### src/sv/afs_pkg.sv
// afs_pkg: shared types and constants of the animation frame sampler
// no dependencies; imported by every module of the block but afs_ram
package afs_pkg;

  // fixed field widths of the stream ports
  localparam int DUR_W      = 24;
  localparam int TIME_W     = 32;
  localparam int TPOS_W     = TIME_W - 1;
  localparam int FRAME_W    = 6;
  localparam int CMD_W      = 2;
  localparam int IN_DATA_W  = 56;
  localparam int OUT_DATA_W = 8;
  localparam int WRAP_W     = 2;

  typedef enum logic [CMD_W-1:0] {
    CMD_APPEND  = 2'd0,
    CMD_CLEAR   = 2'd1,
    CMD_SET_ALL = 2'd2,
    CMD_SAMPLE  = 2'd3
  } cmd_t;

  typedef enum logic [WRAP_W-1:0] {
    WRAP_LOOP      = 2'd0,
    WRAP_PING_PONG = 2'd1,
    WRAP_CLAMP     = 2'd2,
    WRAP_NONE      = 2'd3
  } wrap_t;

  // classified command as it waits in the queue
  typedef struct packed {
    cmd_t              cmd;
    logic [DUR_W-1:0]  dur;
    logic [TPOS_W-1:0] tpos;   // sample time, negative times forced to zero
  } item_t;

endpackage

### src/sv/animation_frame_sampler.sv
// animation_frame_sampler: sprite clip frame lookup with loop, ping-pong, clamp and no-wrap
// append and clear complete in the idle state; set-all then writes one table entry a cycle
// sample: in loop or ping-pong mode a bit-serial remainder runs first, then a walk over the
//   duration table reads one entry a cycle until the frame holding the time or the last frame
//   is reached; the back end takes no new command until the current one is done
// reset (rst_n, synchronous, active low): empty table, zero clip length, loop mode
module animation_frame_sampler #(
  parameter int MAX_FRAMES    = 64,
  parameter int DURATION_BITS = 24
) (
  input  logic                            clk,
  input  logic                            rst_n,
  input  logic                            in_tvalid,
  output logic                            in_tready,
  input  logic [afs_pkg::IN_DATA_W-1:0]   in_tdata,   // frame_duration [23:0], sample_time [55:24]
  input  logic [afs_pkg::CMD_W-1:0]       in_tuser,   // command [1:0]
  output logic                            out_tvalid,
  input  logic                            out_tready,
  output logic [afs_pkg::OUT_DATA_W-1:0]  out_tdata,  // frame_number [5:0], zero pad [7:6]
  output logic                            out_tuser,  // no_frames [0]
  input  logic                            cfg_wr_en,
  input  logic [afs_pkg::WRAP_W-1:0]      cfg_wr_data // wrap_mode [1:0]
);
  import afs_pkg::*;

  logic  q_valid;
  logic  q_pop;
  item_t q_item;

  // accept and classify
  afs_front u_front (
    .clk       (clk),
    .rst_n     (rst_n),
    .in_tvalid (in_tvalid),
    .in_tready (in_tready),
    .in_tdata  (in_tdata),
    .in_tuser  (in_tuser),
    .q_valid   (q_valid),
    .q_item    (q_item),
    .q_pop     (q_pop)
  );

  // execute
  afs_back #(
    .MAX_FRAMES    (MAX_FRAMES),
    .DURATION_BITS (DURATION_BITS)
  ) u_back (
    .clk         (clk),
    .rst_n       (rst_n),
    .q_valid     (q_valid),
    .q_item      (q_item),
    .q_pop       (q_pop),
    .cfg_wr_en   (cfg_wr_en),
    .cfg_wr_data (cfg_wr_data),
    .out_tvalid  (out_tvalid),
    .out_tready  (out_tready),
    .out_tdata   (out_tdata),
    .out_tuser   (out_tuser)
  );

  // back end never pops an empty queue
  a_pop_valid: assert property (@(posedge clk) disable iff (!rst_n)
    q_pop |-> q_valid)
    else $error("queue popped while empty");

  // an empty table always reports frame zero
  a_none_frame: assert property (@(posedge clk) disable iff (!rst_n)
    out_tvalid && out_tuser |-> out_tdata == '0)
    else $error("no_frames result with nonzero frame");

  // queue only fills up after a beat was taken
  a_ready_fall: assert property (@(posedge clk) disable iff (!rst_n)
    $fell(in_tready) |-> $past(in_tvalid))
    else $error("in_tready fell without an input beat");

endmodule

### src/sv/afs_ram.sv
// afs_ram: generic single write port, single read port ram with registered read
// no dependencies
module afs_ram #(
  parameter int WIDTH = 24,
  parameter int DEPTH = 64
) (
  input  logic                     clk,
  input  logic                     we,
  input  logic [$clog2(DEPTH)-1:0] waddr,
  input  logic [WIDTH-1:0]         wdata,
  input  logic [$clog2(DEPTH)-1:0] raddr,
  output logic [WIDTH-1:0]         rdata
);

  logic [WIDTH-1:0] mem_r [DEPTH];

  // write port and registered read port
  always_ff @(posedge clk) begin
    if (we) begin
      mem_r[waddr] <= wdata;
    end
    rdata <= mem_r[raddr];
  end

endmodule

### src/sv/afs_front.sv
// afs_front: input beat acceptance, command classification and a two-entry queue
// depends on afs_pkg
module afs_front (
  input  logic                           clk,
  input  logic                           rst_n,
  input  logic                           in_tvalid,
  output logic                           in_tready,
  input  logic [afs_pkg::IN_DATA_W-1:0]  in_tdata,   // frame_duration [23:0], sample_time [55:24]
  input  logic [afs_pkg::CMD_W-1:0]      in_tuser,   // command [1:0]
  output logic                           q_valid,
  output afs_pkg::item_t                 q_item,
  input  logic                           q_pop
);
  import afs_pkg::*;

  localparam int QD = 2;

  item_t            slot_r [QD];
  logic             wr_ptr_r;
  logic             rd_ptr_r;
  logic [1:0]       cnt_r;
  logic             beat_in;
  item_t            cls;
  logic [TIME_W-1:0] t_raw;

  // classify the incoming beat
  always_comb begin
    t_raw    = in_tdata[DUR_W +: TIME_W];
    cls.cmd  = cmd_t'(in_tuser);
    cls.dur  = in_tdata[DUR_W-1:0];
    cls.tpos = t_raw[TIME_W-1] ? '0 : t_raw[TPOS_W-1:0];
  end

  assign in_tready = (cnt_r != 2'(QD));
  assign beat_in   = in_tvalid && in_tready;
  assign q_valid   = (cnt_r != 2'd0);
  assign q_item    = slot_r[rd_ptr_r];

  // queue storage
  always_ff @(posedge clk) begin
    if (beat_in) begin
      slot_r[wr_ptr_r] <= cls;
    end
  end

  // queue pointers and fill count
  always_ff @(posedge clk) begin
    if (!rst_n) begin
      wr_ptr_r <= 1'b0;
      rd_ptr_r <= 1'b0;
      cnt_r    <= 2'd0;
    end else begin
      if (beat_in) begin
        wr_ptr_r <= ~wr_ptr_r;
      end
      if (q_pop) begin
        rd_ptr_r <= ~rd_ptr_r;
      end
      if (beat_in && !q_pop) begin
        cnt_r <= cnt_r + 2'd1;
      end else if (q_pop && !beat_in) begin
        cnt_r <= cnt_r - 2'd1;
      end
    end
  end

endmodule

### src/sv/afs_mod.sv
// afs_mod: iterative restoring remainder, one dividend bit per cycle
// depends on afs_pkg
module afs_mod #(
  parameter int DV_W = 31
) (
  input  logic                       clk,
  input  logic                       rst_n,
  input  logic                       start,
  input  logic [afs_pkg::TPOS_W-1:0] dividend,
  input  logic [DV_W-1:0]            divisor,
  output logic                       done,
  output logic [afs_pkg::TPOS_W-1:0] rem
);
  import afs_pkg::*;

  localparam int RW  = (DV_W + 1 > TPOS_W) ? DV_W + 1 : TPOS_W;
  localparam int CNW = $clog2(TPOS_W);

  logic [RW-1:0]     rem_r;
  logic [TPOS_W-1:0] dvd_r;
  logic [DV_W-1:0]   dvs_r;
  logic [CNW-1:0]    cnt_r;
  logic              run_r;
  logic              done_r;
  logic [RW-1:0]     trial;
  logic [RW-1:0]     dvs_x;

  // shifted trial remainder and widened divisor of one compare and subtract step
  always_comb begin
    trial = {rem_r[RW-2:0], dvd_r[TPOS_W-1]};
    dvs_x = RW'(dvs_r);
  end

  always_ff @(posedge clk) begin
    if (!rst_n) begin
      run_r  <= 1'b0;
      done_r <= 1'b0;
    end else begin
      done_r <= 1'b0;
      if (start) begin
        rem_r <= '0;
        dvd_r <= dividend;
        dvs_r <= divisor;
        cnt_r <= CNW'(TPOS_W - 1);
        run_r <= 1'b1;
      end else if (run_r) begin
        rem_r <= (trial >= dvs_x) ? trial - dvs_x : trial;
        dvd_r <= {dvd_r[TPOS_W-2:0], 1'b0};
        cnt_r <= cnt_r - 1'b1;
        if (cnt_r == '0) begin
          run_r  <= 1'b0;
          done_r <= 1'b1;
        end
      end
    end
  end

  assign done = done_r;
  // remainder never exceeds the dividend, so the low bits hold it
  assign rem  = rem_r[TPOS_W-1:0];

endmodule

### src/sv/afs_back.sv
// afs_back: frame table, clip length, wrap register and command execution
// depends on afs_pkg, afs_ram, afs_mod
module afs_back #(
  parameter int MAX_FRAMES    = 64,
  parameter int DURATION_BITS = 24
) (
  input  logic                            clk,
  input  logic                            rst_n,
  input  logic                            q_valid,
  input  afs_pkg::item_t                  q_item,
  output logic                            q_pop,
  input  logic                            cfg_wr_en,
  input  logic [afs_pkg::WRAP_W-1:0]      cfg_wr_data,
  output logic                            out_tvalid,
  input  logic                            out_tready,
  output logic [afs_pkg::OUT_DATA_W-1:0]  out_tdata,
  output logic                            out_tuser
);
  import afs_pkg::*;

  localparam int DW    = DURATION_BITS;
  localparam int IDX_W = $clog2(MAX_FRAMES);
  localparam int TOT_W = $clog2(MAX_FRAMES + 1);
  localparam int LEN_W = DW + IDX_W;
  localparam int DV_W  = LEN_W + 1;
  localparam int XW    = (DV_W > TPOS_W) ? DV_W : TPOS_W;
  localparam logic [TOT_W-1:0] MAX_CNT = TOT_W'(MAX_FRAMES);

  typedef enum logic [2:0] {
    ST_IDLE,
    ST_DIV,
    ST_WALK,
    ST_FILL,
    ST_RESULT
  } state_t;

  state_t             state_r, state_nxt;
  wrap_t              wrap_r, wrap_nxt;
  logic [TOT_W-1:0]   total_r, total_nxt;
  logic [LEN_W-1:0]   clip_r, clip_nxt;
  logic [DW-1:0]      dur_r, dur_nxt;
  logic [TPOS_W-1:0]  t_r, t_nxt;
  logic [TOT_W-1:0]   idx_r, idx_nxt;
  logic               pend_r, pend_nxt;
  logic [IDX_W-1:0]   pend_idx_r, pend_idx_nxt;
  logic [LEN_W-1:0]   end_r, end_nxt;
  logic [FRAME_W-1:0] res_frame_r, res_frame_nxt;
  logic               res_none_r, res_none_nxt;
  logic               out_valid_r, out_valid_nxt;
  logic [FRAME_W-1:0] out_frame_r, out_frame_nxt;
  logic               out_none_r, out_none_nxt;

  logic               ram_we;
  logic [IDX_W-1:0]   ram_waddr;
  logic [DW-1:0]      ram_wdata;
  logic [DW-1:0]      ram_rdata;
  logic               mod_start;
  logic [DV_W-1:0]    mod_divisor;
  logic               mod_done;
  logic [TPOS_W-1:0]  mod_rem;

  logic [DW-1:0]      dur_in;
  logic [DUR_W+32-1:0] dur_ext;
  logic [XW-1:0]      clip_x, tpos_x, rem_x, span_x, t_x;
  logic [LEN_W-1:0]   end_sum;
  logic [31:0]        frame_wide;

  afs_ram #(
    .WIDTH (DW),
    .DEPTH (MAX_FRAMES)
  ) u_table (
    .clk   (clk),
    .we    (ram_we),
    .waddr (ram_waddr),
    .wdata (ram_wdata),
    .raddr (idx_r[IDX_W-1:0]),
    .rdata (ram_rdata)
  );

  afs_mod #(
    .DV_W (DV_W)
  ) u_mod (
    .clk      (clk),
    .rst_n    (rst_n),
    .start    (mod_start),
    .dividend (q_item.tpos),
    .divisor  (mod_divisor),
    .done     (mod_done),
    .rem      (mod_rem)
  );

  // operand forms shared by the decode and walk steps
  always_comb begin
    dur_ext    = {32'd0, q_item.dur};
    dur_in     = dur_ext[DW-1:0];
    clip_x     = XW'(clip_r);
    tpos_x     = XW'(q_item.tpos);
    rem_x      = XW'(mod_rem);
    span_x     = XW'({clip_r, 1'b0});
    t_x        = XW'(t_r);
    end_sum    = end_r + LEN_W'(ram_rdata);
    frame_wide = 32'(pend_idx_r);
  end

  // command sequencer
  always_comb begin
    state_nxt     = state_r;
    wrap_nxt      = wrap_r;
    total_nxt     = total_r;
    clip_nxt      = clip_r;
    dur_nxt       = dur_r;
    t_nxt         = t_r;
    idx_nxt       = idx_r;
    pend_nxt      = pend_r;
    pend_idx_nxt  = pend_idx_r;
    end_nxt       = end_r;
    res_frame_nxt = res_frame_r;
    res_none_nxt  = res_none_r;
    out_valid_nxt = out_valid_r && !out_tready;
    out_frame_nxt = out_frame_r;
    out_none_nxt  = out_none_r;
    ram_we        = 1'b0;
    ram_waddr     = total_r[IDX_W-1:0];
    ram_wdata     = dur_in;
    mod_start     = 1'b0;
    mod_divisor   = (wrap_r == WRAP_PING_PONG) ? {clip_r, 1'b0} : {1'b0, clip_r};
    q_pop         = 1'b0;

    if (cfg_wr_en) begin
      wrap_nxt = wrap_t'(cfg_wr_data);
    end

    unique case (state_r)
      ST_IDLE: begin
        if (q_valid) begin
          q_pop = 1'b1;
          unique case (q_item.cmd)
            CMD_APPEND: begin
              if (total_r < MAX_CNT) begin
                ram_we    = 1'b1;
                total_nxt = total_r + 1'b1;
                clip_nxt  = clip_r + LEN_W'(dur_in);
              end
            end
            CMD_CLEAR: begin
              total_nxt = '0;
              clip_nxt  = '0;
            end
            CMD_SET_ALL: begin
              if (total_r != '0) begin
                dur_nxt   = dur_in;
                clip_nxt  = '0;
                idx_nxt   = '0;
                state_nxt = ST_FILL;
              end
            end
            CMD_SAMPLE: begin
              idx_nxt  = '0;
              pend_nxt = 1'b0;
              end_nxt  = '0;
              if (total_r == '0) begin
                res_frame_nxt = '0;
                res_none_nxt  = 1'b1;
                state_nxt     = ST_RESULT;
              end else if ((wrap_r == WRAP_LOOP || wrap_r == WRAP_PING_PONG)
                           && clip_r != '0) begin
                mod_start = 1'b1;
                state_nxt = ST_DIV;
              end else if (wrap_r == WRAP_CLAMP && clip_x < tpos_x) begin
                t_nxt     = TPOS_W'(clip_x);
                state_nxt = ST_WALK;
              end else begin
                t_nxt     = q_item.tpos;
                state_nxt = ST_WALK;
              end
            end
            default: ;
          endcase
        end
      end
      ST_DIV: begin
        if (mod_done) begin
          // ping-pong folds the second half of the span back
          if (wrap_r == WRAP_PING_PONG && rem_x > clip_x) begin
            t_nxt = TPOS_W'(span_x - rem_x);
          end else begin
            t_nxt = mod_rem;
          end
          state_nxt = ST_WALK;
        end
      end
      ST_WALK: begin
        // issue one table read a cycle, check the one that returns
        if (idx_r < total_r) begin
          idx_nxt      = idx_r + 1'b1;
          pend_nxt     = 1'b1;
          pend_idx_nxt = idx_r[IDX_W-1:0];
        end else begin
          pend_nxt = 1'b0;
        end
        if (pend_r) begin
          end_nxt = end_sum;
          if (t_x <= XW'(end_sum) || TOT_W'(pend_idx_r) == total_r - 1'b1) begin
            res_frame_nxt = frame_wide[FRAME_W-1:0];
            res_none_nxt  = 1'b0;
            state_nxt     = ST_RESULT;
          end
        end
      end
      ST_FILL: begin
        ram_we    = 1'b1;
        ram_waddr = idx_r[IDX_W-1:0];
        ram_wdata = dur_r;
        clip_nxt  = clip_r + LEN_W'(dur_r);
        idx_nxt   = idx_r + 1'b1;
        if (idx_r == total_r - 1'b1) begin
          state_nxt = ST_IDLE;
        end
      end
      ST_RESULT: begin
        if (!out_valid_r || out_tready) begin
          out_valid_nxt = 1'b1;
          out_frame_nxt = res_frame_r;
          out_none_nxt  = res_none_r;
          state_nxt     = ST_IDLE;
        end
      end
      default: state_nxt = ST_IDLE;
    endcase
  end

  // state and registered outputs
  always_ff @(posedge clk) begin
    if (!rst_n) begin
      state_r     <= ST_IDLE;
      wrap_r      <= WRAP_LOOP;
      total_r     <= '0;
      clip_r      <= '0;
      idx_r       <= '0;
      pend_r      <= 1'b0;
      out_valid_r <= 1'b0;
    end else begin
      state_r     <= state_nxt;
      wrap_r      <= wrap_nxt;
      total_r     <= total_nxt;
      clip_r      <= clip_nxt;
      idx_r       <= idx_nxt;
      pend_r      <= pend_nxt;
      out_valid_r <= out_valid_nxt;
    end
  end

  // payload registers
  always_ff @(posedge clk) begin
    dur_r       <= dur_nxt;
    t_r         <= t_nxt;
    pend_idx_r  <= pend_idx_nxt;
    end_r       <= end_nxt;
    res_frame_r <= res_frame_nxt;
    res_none_r  <= res_none_nxt;
    out_frame_r <= out_frame_nxt;
    out_none_r  <= out_none_nxt;
  end

  assign out_tvalid = out_valid_r;
  assign out_tdata  = OUT_DATA_W'(out_frame_r);
  assign out_tuser  = out_none_r;

endmodule
### config.mk
export PLATFORM = sky130hd
export DESIGN_NAME = animation_frame_sampler
export DESIGN_NICKNAME = d
export VERILOG_FILES = /design/src/sv/afs_pkg.sv /design/src/sv/animation_frame_sampler.sv /design/src/sv/afs_ram.sv /design/src/sv/afs_front.sv /design/src/sv/afs_mod.sv /design/src/sv/afs_back.sv
export SDC_FILE = /design/constraint.sdc
export NUM_CORES = 2
export LEC_CHECK = 0
export BUFFER_PORTS_ARGS = -buffer_cell sky130_fd_sc_hd__buf_2
export CAP_MARGIN = 20
export CORE_UTILIZATION = 60
export DETAILED_ROUTE_END_ITERATION = 6
export GPL_TIMING_DRIVEN = 0
export PLACE_DENSITY_LB_ADDON = 0.2
export SKIP_LAST_GASP = 1
export SYNTH_ARGS = -nofsm -noshare
export SYNTH_HDL_FRONTEND = slang
export SYNTH_SLANG_ARGS = --single-unit
### constraint.sdc
create_clock -name clk -period 7.2 [get_ports clk]
set_input_delay 0.72 -clock clk [delete_from_list [all_inputs] [get_ports clk]]
set_output_delay 0.72 -clock clk [all_outputs]
set_load 0.02 [all_outputs]
==> impl_metrics.json <==
{
  "finalClockSkew_ns": 0.0603,
  "p_seq_share_pct": 41.2,
  "vias": 48865,
  "cts-root-buf": "clkbuf_16",
  "fmax_ghz": 0.162,
  "ys_warn_count": 0,
  "drt_iter0_drc": 6922,
  "tightest_slew_ns": 1.16,
  "coreArea_um2": 138000,
  "clkPwrFrac_pct": 28.8,
  "async_flop_share_pct": 0,
  "cts-htree-levels": 4,
  "grt_pass1_vias": 47446,
  "insertion_delay_ns": 0.84,
  "fill_cells": 8791,
  "synth_area_um2": 84100,
  "crit_required_ns": 7.64,
  "finalWirelength_um": 235000,
  "slowest_delay_ns": 0.90,
  "yosysUniqueCellTypes": 93,
  "nNetsFinal": 5503,
  "die_y_um": 376,
  "slew_viol_final": 0,
  "row_count": 136,
  "wire_per_inst_um": 32.5,
  "clkTransAtPathRegs_ns": 0.08,
  "grt_remaining_overflow": 0,
  "rsz0062_at_grt": "no",
  "syn_area_per_cell_um2": 17.4,
  "violations": "DRC",
  "cp_top_family": "compound AO/OA/AOI/OAI gates",
  "port_buffers": 73,
  "cp-start-kind": "flip-flop",
  "arrival_ns": 6.62,
  "cts_buffers": 190,
  "combPwrFrac_pct": 30.1,
  "final_common_cell": "edfxtp_1",
  "cts_buffer_depth": 3,
  "relSlewSlack_pct": 22.3,
  "die-area_um2": 142000,
  "cp_num_buf_inv": 0,
  "fin_crit_ns": 6.19,
  "synth_flop_cell": "edfxtp_1",
  "cts.sinks": 1935,
  "timing.hold.ws_ns": 0.0953,
  "placed_area_um2": 88900,
  "synth_top_area_share_pct": 66.2,
  "finalSetupViolCount": 0,
  "p_leak_nw": 31.3,
  "drive_gt1_share_pct": 20.8,
  "start_util_pct": 60.9,
  "power_switching_mw": 11.2,
  "p_int_mw": 23.3,
  "grt_pass1_wl_um": 335000,
  "antenna_left": 0,
  "dpl.hpwl_um": 156000,
  "crit_path_end_kind": "flip-flop",
  "grt.total_usage_pct": 33.5,
  "critPathKind": "flip-flop to flip-flop",
  "die_w_um": 376,
  "drc": 5,
  "grt_max_degree": 54,
  "synth_area_leaders": "edfxtp_1 (66%), mux4_2 (13%), ha_1 (3.5%), dfxtp_1 (2.0%), nor2_1 (1.3%)",
  "first_pass_iters": 7,
  "vias_per_cell": 6.76,
  "worstPathMaxFanout": 7,
  "min_path_type": "input port to flip-flop",
  "area_growth_pct": 13.3,
  "antenna_found_initial": 13,
  "final-hold-violation-count": 0,
  "utilization_pct": 69.0,
  "cp_slowest_cell": "a31oi_1",
  "place.gp.congestion": 0.955,
  "ir_drop_mv": 0.439,
  "synth-edff-count": 1853,
  "power.density_nw_per_um2": 362,
  "multi_input_area_um2": 26100,
  "synth_cells": 4841,
  "final_cell_mix": "edfxtp_1 (1,853), mux4_2 (504), ha_1 (238)",
  "crit_chain": "ha_1, fa_1, a211oi_1, o21bai_1, a21oi_1, o31ai_1, a211oi_1, o311ai_1, nand3_1, xor2_1, ha_1, nand4_1, or4_1, nor3_1, nand2_1, nor2_1, mux2i_1, a31oi_1",
  "ff_latch_area_um2": 57300,
  "ios": 76,
  "ys_seq_area_share_pct": 68.1,
  "synth_seq_cells": 1935,
  "cts.repair.resized": 0,
  "yosys.area.top_type": "edfxtp_1",
  "final_area_um2": 95300,
  "switching_share_pct": 32.6,
  "status": "complete, but fails checks",
  "cts_setup_buffers": 0,
  "postCtsHoldBufs": 0,
  "cap_violations": 0,
  "finalSetupTns_ns": 0,
  "cts_tree": "built",
  "post-route-period-util_pct": 86.0
}
==> per-stage QoR <==
step                worst slack [ns]  instances  power (mW)
floorplan                       1.19       4842        20.8
global route                   0.718       7225        35.7
finish                          1.01       7232        34.5
global placement               -2.74       6778        24.0
detailed placement              1.31       6854        24.5
CTS                             1.20       7213        34.4
==> Yosys cell counts, types with 29 or more instances <==
| cell | number |
|---|---|
| dfxtp_1 | 82 |
| a21oi_1 | 188 |
| nor2_1 | 300 |
| mux4_2 | 504 |
| o21ai_1 | 46 |
| mux2_1 | 29 |
| buf_1 | 38 |
| a21o_1 | 90 |
| inv_1 | 146 |
| a211oi_1 | 58 |
| nand2_1 | 199 |
| nor3_1 | 33 |
| nand3_1 | 63 |
| clkbuf_1 | 156 |
| nor2b_1 | 55 |
| edfxtp_1 | 1853 |
| and3_1 | 34 |
| mux2i_1 | 67 |
| xor2_1 | 50 |
| o21ai_0 | 104 |
| xnor2_1 | 76 |
| ha_1 | 238 |
==> cells by family after synthesis <==
kind of cell | after synthesis | synth area share (%)
compound gates | 702 | 5.48
xor+xnor | 126 | 1.31
fa+ha+maj | 243 | 3.66
buf+inv | 367 | 1.68
flops | 1935 | 68.1
mux | 625 | 15.0
other cells | 1 | 0.00446
simple gates | 842 | 4.71
==> registers in the layout (all words and copies together) (netlist names), 2 cells and up, named ones only <==
name and flops:
u_back.idx_r 7, u_back.u_table.rdata 24, u_back.u_table.mem_r 1536, u_back.u_mod.rem_r 31, u_front.slot_r 114, u_back.res_frame_r 6
u_back.state_r 3, u_back.u_mod.dvd_r 31, u_back.pend_idx_r 6, u_back.u_mod.cnt_r 5, u_back.dur_r 24, u_back.clip_r 30
u_back.t_r 31, u_back.end_r 30, u_back.u_mod.dvs_r 31, u_back.out_frame_r 6, u_back.wrap_r 2, u_back.total_r 7
u_front.cnt_r 2
==> power by group through the flow <==
stage          sequential (mW)  combinational, mW  clock (mW)
6_report                  14.2               10.4        9.93
4_1_cts                   14.2               10.2        9.98
3_3_place_gp              14.6               9.42           0
5_1_grt                   14.2               11.0        10.4
2_1_floorplan             14.3               6.47           0
3_5_place_dp              14.4               10.1           0
==> layout make-up <==
type | instances | share of cell area [%]
clock buffer | 240 | 5.25
timing repair buffer | 161 | 2.10
antenna | 7 | 0.0184
multi-input combinational | 2540 | 27.4
inverter | 150 | 0.591
sequential | 1935 | 60.1
clock inverter | 119 | 1.24
buffer | 217 | 0.890
tap | 1863 | 2.45
==> path summary, 6_finish.rpt <==
path / startpoint / to / slack, ns / cells after the start
worst max register to register: u_back.end_r[0] / u_back.res_frame_r[2] / 1.01 / 18
worst min-delay path: in_tuser[0] / u_front.slot_r[0][55] / 0.1 / 1
worst min register to register: u_back.res_none_r / u_back.out_tuser / 0.42 / 0
worst max-delay path: u_back.end_r[0] / u_back.res_frame_r[2] / 1.01 / 18
==> routing by layer <==
metal	vias to the layer above	global-route usage [%]	wire length (um)
met5	-	0	90
li1	20251	-	-
met3	464	7.34	25300
met2	3080	50.6	108000
met4	12	14.1	9730
met1	25058	47.8	91400
No activity file was read; power rests on OpenSTA's default activity.
